===== config.mk =====
export PLATFORM = sky130hd
export DESIGN_NAME = throttle_average_failsafe
export DESIGN_NICKNAME = d
export VERILOG_FILES = /design/src/hdl/taf_pkg.sv /design/src/hdl/taf_lane.sv /design/src/hdl/taf_window.sv /design/src/hdl/taf_failsafe.sv /design/src/hdl/throttle_average_failsafe.sv
export SDC_FILE = /design/constraint.sdc
export NUM_CORES = 1
export LEC_CHECK = 0
export CAP_MARGIN = 20
export CORE_MARGIN = 10
export CORE_UTILIZATION = 45
export DETAILED_ROUTE_END_ITERATION = 10
export DONT_BUFFER_PORTS = 1
export PLACE_DENSITY = 0.7
export REMOVE_ABC_BUFFERS = 1
export SKIP_LAST_GASP = 1
export SLEW_MARGIN = 30
export SYNTH_ARGS = -nofsm -noshare
export SYNTH_HDL_FRONTEND = slang
export SYNTH_SLANG_ARGS = --single-unit

===== constraint.sdc =====
create_clock -name clk_i -period 11.38 [get_ports clk_i]
set_clock_uncertainty 0.15 [all_clocks]
set_input_delay 1.138 -clock clk_i [delete_from_list [all_inputs] [get_ports clk_i]]
set_output_delay 1.138 -clock clk_i [all_outputs]
set_load 0.005 [all_outputs]

===== src/hdl/taf_pkg.sv =====
// Shared constants, types and register codes for the throttle averaging failsafe.
package taf_pkg;

  // Item geometry
  localparam int unsigned NUM_LANES = 4;
  localparam int unsigned DIGIT_W   = 8;
  localparam int unsigned VALUE_W   = 16;
  localparam int unsigned LEVEL_W   = 16;
  localparam int unsigned SCALED_W  = VALUE_W + 1;

  // Averaging window
  localparam int unsigned WINDOW_LEN = 10;
  localparam int unsigned SUM_W      = 20;
  localparam int unsigned CNT_W      = 4;
  localparam logic [CNT_W-1:0] WIN_LEN_C = CNT_W'(WINDOW_LEN);

  // Divide by WINDOW_LEN as multiply by rounded-up reciprocal; exact for SUM_W-bit sums
  localparam int unsigned DIV_SHIFT = 24;
  localparam int unsigned DIV_MUL_W = DIV_SHIFT + 1;
  localparam logic [DIV_MUL_W-1:0] DIV_MUL =
    DIV_MUL_W'((2**DIV_SHIFT + WINDOW_LEN - 1) / WINDOW_LEN);
  localparam int unsigned PROD_W = SUM_W + DIV_MUL_W;

  // Digit conversion
  localparam logic [VALUE_W-1:0] ASCII_ZERO = VALUE_W'(48);
  localparam logic [VALUE_W-1:0] LANE_WEIGHT [NUM_LANES] =
    '{VALUE_W'(1000), VALUE_W'(100), VALUE_W'(10), VALUE_W'(1)};

  // Link-loss counter saturation
  localparam logic [LEVEL_W-1:0] LOSS_SAT = LEVEL_W'(65500);

  // Register reset values
  localparam logic [LEVEL_W-1:0] IDLE_LEVEL_RST = LEVEL_W'(2636);
  localparam logic [LEVEL_W-1:0] MIN_LEVEL_RST  = LEVEL_W'(2000);
  localparam logic [LEVEL_W-1:0] MAX_LEVEL_RST  = LEVEL_W'(3500);
  localparam logic [LEVEL_W-1:0] HOLD_COUNT_RST = LEVEL_W'(100);

  // Configuration register indexes
  localparam int unsigned CFG_IDX_W = 2;
  typedef enum logic [CFG_IDX_W-1:0] {
    CFG_IDLE_LEVEL = 2'd0,
    CFG_MIN_LEVEL  = 2'd1,
    CFG_MAX_LEVEL  = 2'd2,
    CFG_HOLD_COUNT = 2'd3
  } cfg_reg_e;

  typedef struct packed {
    logic [LEVEL_W-1:0] idle_level;
    logic [LEVEL_W-1:0] min_level;
    logic [LEVEL_W-1:0] max_level;
    logic [LEVEL_W-1:0] hold_count;
  } cfg_t;

  // Per-lane weighted digit terms
  typedef logic [NUM_LANES-1:0][VALUE_W-1:0] lane_terms_t;

  // What the window pipeline hands to the failsafe stage
  typedef struct packed {
    logic                close;
    logic                lost;
    logic [SCALED_W-1:0] scaled;
  } win_t;

endpackage


===== src/hdl/taf_lane.sv =====
// One digit lane: ASCII byte to weighted decimal term, wrapping at 16 bits.
module taf_lane import taf_pkg::*; (
  input  logic [DIGIT_W-1:0] digit_i,
  input  logic [VALUE_W-1:0] weight_i,
  output logic [VALUE_W-1:0] term_o
);

  logic [VALUE_W-1:0] digit_val;

  // Remove ASCII offset, then scale by the lane's decimal weight
  assign digit_val = VALUE_W'(digit_i) - ASCII_ZERO;
  assign term_o    = VALUE_W'(digit_val * weight_i);

endmodule


===== src/hdl/taf_window.sv =====
// Lane merge, window accumulation and mean/scale pipeline.
module taf_window import taf_pkg::*; (
  input  logic        clk_i,
  input  logic        rst_ni,
  input  logic        valid_i,
  input  lane_terms_t terms_i,
  input  logic        lost_i,
  output logic        ready_o,
  output logic        valid_o,
  output win_t        win_o,
  input  logic        ready_i
);

  // Stage valids and ready chain
  logic v2_q, v3_q, v4_q, v5_q;
  logic rdy2, rdy3, rdy4, rdy5;

  // Stage payloads
  logic [VALUE_W-1:0]  val2_q;
  logic                lost2_q, lost3_q, lost4_q, lost5_q;
  logic                close3_q, close4_q, close5_q;
  logic [SUM_W-1:0]    sum3_q;
  logic [PROD_W-1:0]   prod4_q;
  logic [SCALED_W-1:0] scaled5_q;

  // Window state
  logic [SUM_W-1:0] acc_q, acc_d;
  logic [CNT_W-1:0] cnt_q, cnt_d;

  logic [VALUE_W-1:0] merged;
  logic [SUM_W-1:0]   acc_sum;
  logic [CNT_W-1:0]   cnt_inc;
  logic               close;
  logic               take3;
  logic [VALUE_W-1:0] quot;

  assign rdy5    = !v5_q || ready_i;
  assign rdy4    = !v4_q || rdy5;
  assign rdy3    = !v3_q || rdy4;
  assign rdy2    = !v2_q || rdy3;
  assign ready_o = rdy2;
  assign take3   = v2_q && rdy3;

  // Merge: sum of lane terms, wrapping at 16 bits
  always_comb begin
    merged = '0;
    for (int unsigned i = 0; i < NUM_LANES; i++) begin
      merged = merged + terms_i[i];
    end
  end

  // Window accumulate and count
  assign acc_sum = acc_q + SUM_W'(val2_q);
  assign cnt_inc = cnt_q + CNT_W'(1);
  assign close   = cnt_inc >= WIN_LEN_C;

  always_comb begin
    acc_d = acc_q;
    cnt_d = cnt_q;
    if (take3) begin
      if (close) begin
        acc_d = '0;
        cnt_d = '0;
      end else begin
        acc_d = acc_sum;
        cnt_d = cnt_inc;
      end
    end
  end

  // Quotient from reciprocal product
  assign quot = prod4_q[DIV_SHIFT +: VALUE_W];

  // Control state
  always_ff @(posedge clk_i or negedge rst_ni) begin
    if (!rst_ni) begin
      v2_q  <= 1'b0;
      v3_q  <= 1'b0;
      v4_q  <= 1'b0;
      v5_q  <= 1'b0;
      acc_q <= '0;
      cnt_q <= '0;
    end else begin
      if (rdy2) v2_q <= valid_i;
      if (rdy3) v3_q <= v2_q;
      if (rdy4) v4_q <= v3_q;
      if (rdy5) v5_q <= v4_q;
      acc_q <= acc_d;
      cnt_q <= cnt_d;
    end
  end

  // Stage payloads
  always_ff @(posedge clk_i) begin
    if (rdy2) begin
      val2_q  <= merged;
      lost2_q <= lost_i;
    end
    if (rdy3) begin
      sum3_q   <= acc_sum;
      close3_q <= close;
      lost3_q  <= lost2_q;
    end
    if (rdy4) begin
      prod4_q  <= PROD_W'(sum3_q) * PROD_W'(DIV_MUL);
      close4_q <= close3_q;
      lost4_q  <= lost3_q;
    end
    if (rdy5) begin
      scaled5_q <= SCALED_W'(quot) + SCALED_W'(quot >> 2);
      close5_q  <= close4_q;
      lost5_q   <= lost4_q;
    end
  end

  assign valid_o      = v5_q;
  assign win_o.close  = close5_q;
  assign win_o.lost   = lost5_q;
  assign win_o.scaled = scaled5_q;

`ifndef SYNTHESIS
  a_cnt_range: assert property (@(posedge clk_i) disable iff (!rst_ni)
    cnt_q < WIN_LEN_C)
    else $error("window count out of range");

  a_close_clears: assert property (@(posedge clk_i) disable iff (!rst_ni)
    (take3 && close) |=> (cnt_q == '0 && acc_q == '0))
    else $error("window did not clear at close");

  a_out_hold: assert property (@(posedge clk_i) disable iff (!rst_ni)
    (v5_q && !ready_i) |=> (v5_q && $stable(win_o)))
    else $error("window output changed while blocked");
`endif

endmodule


===== src/hdl/taf_failsafe.sv =====
// Link-loss counter, compare select and clamp; holds the output register.
module taf_failsafe import taf_pkg::*; (
  input  logic               clk_i,
  input  logic               rst_ni,
  input  logic               valid_i,
  input  win_t               win_i,
  input  cfg_t               cfg_i,
  output logic               ready_o,
  output logic               out_valid_o,
  input  logic               out_stall_i,
  output logic [LEVEL_W-1:0] compare_value_o
);

  logic                ov_q;
  logic [SCALED_W-1:0] scaled_q, scaled_d;
  logic [LEVEL_W-1:0]  loss_q, loss_d;
  logic [LEVEL_W-1:0]  cmp_q, cmp_d;

  logic                take;
  logic [SCALED_W-1:0] sm;
  logic [LEVEL_W-1:0]  loss_inc;
  logic [SCALED_W-1:0] cmp_sel;
  logic [SCALED_W-1:0] clamp_hi;

  assign ready_o = !ov_q || !out_stall_i;
  assign take    = valid_i && ready_o;

  // Scaled mean in effect for this transaction
  assign sm       = win_i.close ? win_i.scaled : scaled_q;
  assign loss_inc = loss_q + LEVEL_W'(1);

  // Compare source and loss counter
  always_comb begin
    cmp_sel = SCALED_W'(cmp_q);
    loss_d  = loss_q;
    if (win_i.lost) begin
      cmp_sel = (loss_inc >= cfg_i.hold_count) ? SCALED_W'(cfg_i.idle_level) : sm;
      loss_d  = (loss_inc > LOSS_SAT) ? LOSS_SAT : loss_inc;
    end else if (win_i.close) begin
      cmp_sel = sm;
      loss_d  = '0;
    end
  end

  // Clamp: upper bound first, then lower bound wins
  assign clamp_hi = (cmp_sel > SCALED_W'(cfg_i.max_level)) ? SCALED_W'(cfg_i.max_level)
                                                            : cmp_sel;
  assign cmp_d    = (clamp_hi < SCALED_W'(cfg_i.min_level)) ? cfg_i.min_level
                                                             : clamp_hi[LEVEL_W-1:0];
  assign scaled_d = win_i.close ? win_i.scaled : scaled_q;

  always_ff @(posedge clk_i or negedge rst_ni) begin
    if (!rst_ni) begin
      ov_q     <= 1'b0;
      scaled_q <= '0;
      loss_q   <= '0;
      cmp_q    <= '0;
    end else begin
      if (ready_o) ov_q <= valid_i;
      if (take) begin
        scaled_q <= scaled_d;
        loss_q   <= loss_d;
        cmp_q    <= cmp_d;
      end
    end
  end

  assign out_valid_o     = ov_q;
  assign compare_value_o = cmp_q;

`ifndef SYNTHESIS
  a_loss_sat: assert property (@(posedge clk_i) disable iff (!rst_ni)
    loss_q <= LOSS_SAT)
    else $error("loss counter above saturation");

  a_state_hold: assert property (@(posedge clk_i) disable iff (!rst_ni)
    !take |=> ($stable(loss_q) && $stable(cmp_q)))
    else $error("failsafe state changed without a transaction");

  a_link_clear: assert property (@(posedge clk_i) disable iff (!rst_ni)
    (take && win_i.close && !win_i.lost) |=> (loss_q == '0))
    else $error("loss counter not cleared at window close with link up");
`endif

endmodule


===== src/hdl/throttle_average_failsafe.sv =====
// Top level: digit lanes, window/mean pipeline, failsafe stage and config registers.
//
//  channel | handshake                   | payload
//  --------+-----------------------------+-----------------------------------------
//  in      | in_valid_i / in_stall_o     | digit_*_i (4 x 8b), link_lost_i
//  out     | out_valid_o / out_stall_i   | compare_value_o (16b)
//  cfg     | cfg_we_i                    | cfg_idx_i (2b), cfg_data_i (16b)
//
// One transaction per cycle sustained while the output is not stalled.
// The failsafe stage's compare/loss feedback runs through its own registers and keeps up with that rate.
// Reset sets the config registers to their defaults and clears all window and failsafe state.
// Each stage holds while the next is full and blocked; empty stages still fill, so input
// is taken until the first stage is occupied and cannot move.
module throttle_average_failsafe import taf_pkg::*; (
  input  logic                 clk_i,
  input  logic                 rst_ni,
  input  logic                 in_valid_i,
  output logic                 in_stall_o,
  input  logic [DIGIT_W-1:0]   digit_thousands_i,
  input  logic [DIGIT_W-1:0]   digit_hundreds_i,
  input  logic [DIGIT_W-1:0]   digit_tens_i,
  input  logic [DIGIT_W-1:0]   digit_ones_i,
  input  logic                 link_lost_i,
  output logic                 out_valid_o,
  input  logic                 out_stall_i,
  output logic [LEVEL_W-1:0]   compare_value_o,
  input  logic                 cfg_we_i,
  input  logic [CFG_IDX_W-1:0] cfg_idx_i,
  input  logic [LEVEL_W-1:0]   cfg_data_i
);

  logic [DIGIT_W-1:0] digits [NUM_LANES];
  lane_terms_t        terms;
  lane_terms_t        terms1_q;
  logic               lost1_q;
  logic               v1_q;
  logic               rdy1;
  logic               win_ready;
  logic               win_valid;
  win_t               win;
  logic               fs_ready;
  cfg_t               cfg_q;

  assign digits[0] = digit_thousands_i;
  assign digits[1] = digit_hundreds_i;
  assign digits[2] = digit_tens_i;
  assign digits[3] = digit_ones_i;

  // Digit lanes
  for (genvar g = 0; g < NUM_LANES; g++) begin : g_lane
    taf_lane u_lane (
      .digit_i  (digits[g]),
      .weight_i (LANE_WEIGHT[g]),
      .term_o   (terms[g])
    );
  end

  // Lane output register
  assign rdy1       = !v1_q || win_ready;
  assign in_stall_o = !rdy1;

  always_ff @(posedge clk_i or negedge rst_ni) begin
    if (!rst_ni) begin
      v1_q <= 1'b0;
    end else if (rdy1) begin
      v1_q <= in_valid_i;
    end
  end

  always_ff @(posedge clk_i) begin
    if (rdy1) begin
      terms1_q <= terms;
      lost1_q  <= link_lost_i;
    end
  end

  // Configuration registers
  always_ff @(posedge clk_i or negedge rst_ni) begin
    if (!rst_ni) begin
      cfg_q.idle_level <= IDLE_LEVEL_RST;
      cfg_q.min_level  <= MIN_LEVEL_RST;
      cfg_q.max_level  <= MAX_LEVEL_RST;
      cfg_q.hold_count <= HOLD_COUNT_RST;
    end else if (cfg_we_i) begin
      unique case (cfg_reg_e'(cfg_idx_i))
        CFG_IDLE_LEVEL: cfg_q.idle_level <= cfg_data_i;
        CFG_MIN_LEVEL:  cfg_q.min_level  <= cfg_data_i;
        CFG_MAX_LEVEL:  cfg_q.max_level  <= cfg_data_i;
        CFG_HOLD_COUNT: cfg_q.hold_count <= cfg_data_i;
        default: ;
      endcase
    end
  end

  // Merge, window and mean pipeline
  taf_window u_window (
    .clk_i   (clk_i),
    .rst_ni  (rst_ni),
    .valid_i (v1_q),
    .terms_i (terms1_q),
    .lost_i  (lost1_q),
    .ready_o (win_ready),
    .valid_o (win_valid),
    .win_o   (win),
    .ready_i (fs_ready)
  );

  // Failsafe, clamp and output register
  taf_failsafe u_failsafe (
    .clk_i           (clk_i),
    .rst_ni          (rst_ni),
    .valid_i         (win_valid),
    .win_i           (win),
    .cfg_i           (cfg_q),
    .ready_o         (fs_ready),
    .out_valid_o     (out_valid_o),
    .out_stall_i     (out_stall_i),
    .compare_value_o (compare_value_o)
  );

endmodule


==> impl_metrics.json <==
{
  "startpoint_type": "register",
  "ctsHoldBuffers": 0,
  "hold_viol": 0,
  "finalWeightedCongestion": 0.9114,
  "die-area_um2": 61710,
  "ys_top_cells_by_area": "ha_1, fa_1, edfxtp_1",
  "synthCells": 2081,
  "htreeDepth": 1,
  "cp_slowest_stage_delay_ns": 0.71,
  "cts.sinks": 271,
  "layout_common_cells": "inv_1, ha_1, fa_1, edfxtp_1, dfrtp_1",
  "hold_path_class": "in2async",
  "worstPathRequired_ns": 11.63,
  "rows": 83,
  "synth_seq_cells": 271,
  "wl_met3_mm": 1.860,
  "postRouteAntennaNets": 0,
  "viasPerCell": 5.279,
  "initial_utilization_pct": 45.58,
  "post-cts-setup-buffers": 0,
  "design_area_um2": 25210,
  "groute.usage.overall_pct": 15.80,
  "maxCapViolations": 0,
  "drive_above_1_share_pct": 9.332,
  "ys_types": 64,
  "tightestPinTransition_ns": 0.9083,
  "met1_length_mm": 20.73,
  "synth-edff-count": 128,
  "cts_buffers": 29,
  "ys.warnings.count": 0,
  "crit_fanout": 17,
  "cpMaxStageDelayCell": "a21o_1",
  "netlist_area_um2": 23480,
  "setup_viol": 0,
  "yosysTopAreaCell": "ha_1",
  "final_common_cell": "inv_1",
  "max_slew_margin_pct": 39.26,
  "synth-async-reset-ratio_pct": 52.77,
  "post-route-drc-count": 0,
  "grt_pass1_vias": 16199,
  "num_antenna_cells": 0,
  "critPathKind": "reg2reg",
  "period_needed_ns": 8.234,
  "dr.pass1.iters": 6,
  "wl_met2_mm": 24.96,
  "fin_util_pct": 48.94,
  "clk_latency_ns": 0.56,
  "cts_tree": "built",
  "die_w_um": 248.4,
  "synth.yosys.seq_area_share_pct": 31.73,
  "syn_avg_cell_area_um2": 11.28,
  "crit_arrival_ns": 8.48,
  "final_nets": 2701,
  "dr.first_iter.drc_count": 515,
  "worstSetupStartpoint": "u_failsafe.loss_q[2]$_DFFE_PN0P_",
  "core_um2": 51510,
  "vias": 14734,
  "pin_count": 74,
  "clkTransAtPathRegs_ns": 0.07,
  "rsz0062_at_grt": "no",
  "wire_per_inst_um": 17.34,
  "hpwl_mm": 39.82,
  "fin_crit_sh_pct": 72.36,
  "setup-tns-final_ns": 0,
  "cts_root_buffer": "clkbuf_16",
  "dr.max_layer_used": "met4",
  "synth_top_area_share_pct": 18.97,
  "grt_overflow": 0,
  "synth-main-ff-cell": "edfxtp_1",
  "status": "finished clean",
  "die_y_um": 248.4,
  "antenna_found_initial": 0,
  "end_kind": "register",
  "ctsResizeCount": 0,
  "reg2reg_from": "u_failsafe.loss_q[2]$_DFFE_PN0P_",
  "grt_max_degree": 144,
  "clockBufferDepth": 3,
  "numPortBuffers": 0,
  "grt_pass1_wl_mm": 82.01,
  "dpl-instance-area_um2": 24250,
  "areaGrowthSynthToFinish_pct": 7.381,
  "routed_wl_mm": 48.39,
  "max_freq_ghz": 0.1214,
  "drv_slew": 0
}
==> flip-flops by register name, indices dropped and copies added (netlist names), 4 cells and up <==
name / count
cfg_q: 64
terms1_q: 51
u_failsafe.compare_value_o: 16
u_failsafe.loss_q: 16
u_failsafe.scaled_q: 17
u_window.acc_q: 20
u_window.cnt_q: 4
u_window.prod4_q: 16
u_window.scaled5_q: 17
u_window.sum3_q: 20
u_window.val2_q: 16
==> cell usage after synthesis (4+ instances only) <==
master	count
nand2_1	76
xnor2_1	87
dfrtp_1	122
edfxtp_1	128
or2_2	5
dfstp_2	21
o21a_1	11
o22ai_1	5
inv_1	377
clkbuf_1	20
o211ai_1	6
fa_1	200
a31oi_1	5
nand3b_1	4
o21ai_0	67
o21ai_1	11
or3_1	7
mux2_2	110
o31ai_1	7
nand3_1	25
nor3_1	25
and4_1	4
o21bai_1	15
mux2i_1	63
ha_1	356
xor2_1	32
a21o_1	17
nand4_1	11
and2_1	11
a211oi_1	9
nor2_1	77
a22o_1	21
buf_1	4
and3_1	9
nand2b_1	11
a21boi_0	5
nor2b_1	15
a21oi_1	65
==> path summary, 6_finish.rpt <==
check | to | slack, ns | depth (start not counted)
worst max-delay path | u_failsafe.compare_value_o[11]$_DFFE_PN0P_ | 3.15 | 29
worst min-delay path | u_failsafe.compare_value_o[1]$_DFFE_PN0P_ | 0.12 | 0
worst max register to register | u_failsafe.compare_value_o[11]$_DFFE_PN0P_ | 3.15 | 29
worst min register to register | u_window.lost5_q$_DFFE_PP_ | 0.27 | 0
max in group asynchronous | cfg_q[26]$_DFFE_PN1P_ | 10.67 | 0
min in group clk_i | u_window.lost5_q$_DFFE_PP_ | 0.27 | 0
==> kinds of logic (layout without fill, tap and decap cells) <==
group / count (synthesis) / after routing / synth area share [%]
buffers and inverters: 405 / 435 / 6.587
DFF: 271 / 271 / 31.73
muxes: 173 / 173 / 7.962
xor gates and xnor gates: 119 / 119 / 4.439
AOI/OAI and AO/OA: 268 / 268 / 7.317
adders and majority gates: 556 / 556 / 36.03
and+or+nand+nor: 289 / 289 / 5.942
==> layout make-up <==
cell class	count	area (µm²)
tap	680	850.8
clock inverter	12	121.4
clock buffer	41	830.8
sequential	271	7448
inverter	377	1415
fill	4586	26300
timing repair buffer	5	37.54
multi-input combinational	1405	14510
==> critical path, delay by kind of cell (launching register included) <==
kind            cells  cell delay (ns)
compound gates     14             3.52
xor+xnor            1             0.16
fa+ha+maj           3             0.92
flops               1             0.43
mux                 4             0.99
simple gates        7             1.88
==> layer usage <==
metal	vias up	track usage, %
met5	-	0
met4	0	3.091
met3	53	2.338
met2	228	28.79
met1	7382	19.44
li1	7071	-
==> per-stage QoR <==
step | worst slack (ns) | hold WS [ns] | cells
floorplan | 4.309 | 0.2503 | 2053
global placement | 3.386 | 0.2518 | 2738
detailed placement | 3.204 | 0.2552 | 2738
CTS | 3.188 | 0.1020 | 2791
global route | 2.517 | 0.09344 | 2791
finish | 3.146 | 0.1203 | 2791
Power is left out: the tool's default activity adds up to more than one toggle a clock period on the data nets, which glitch-free logic cannot reach.
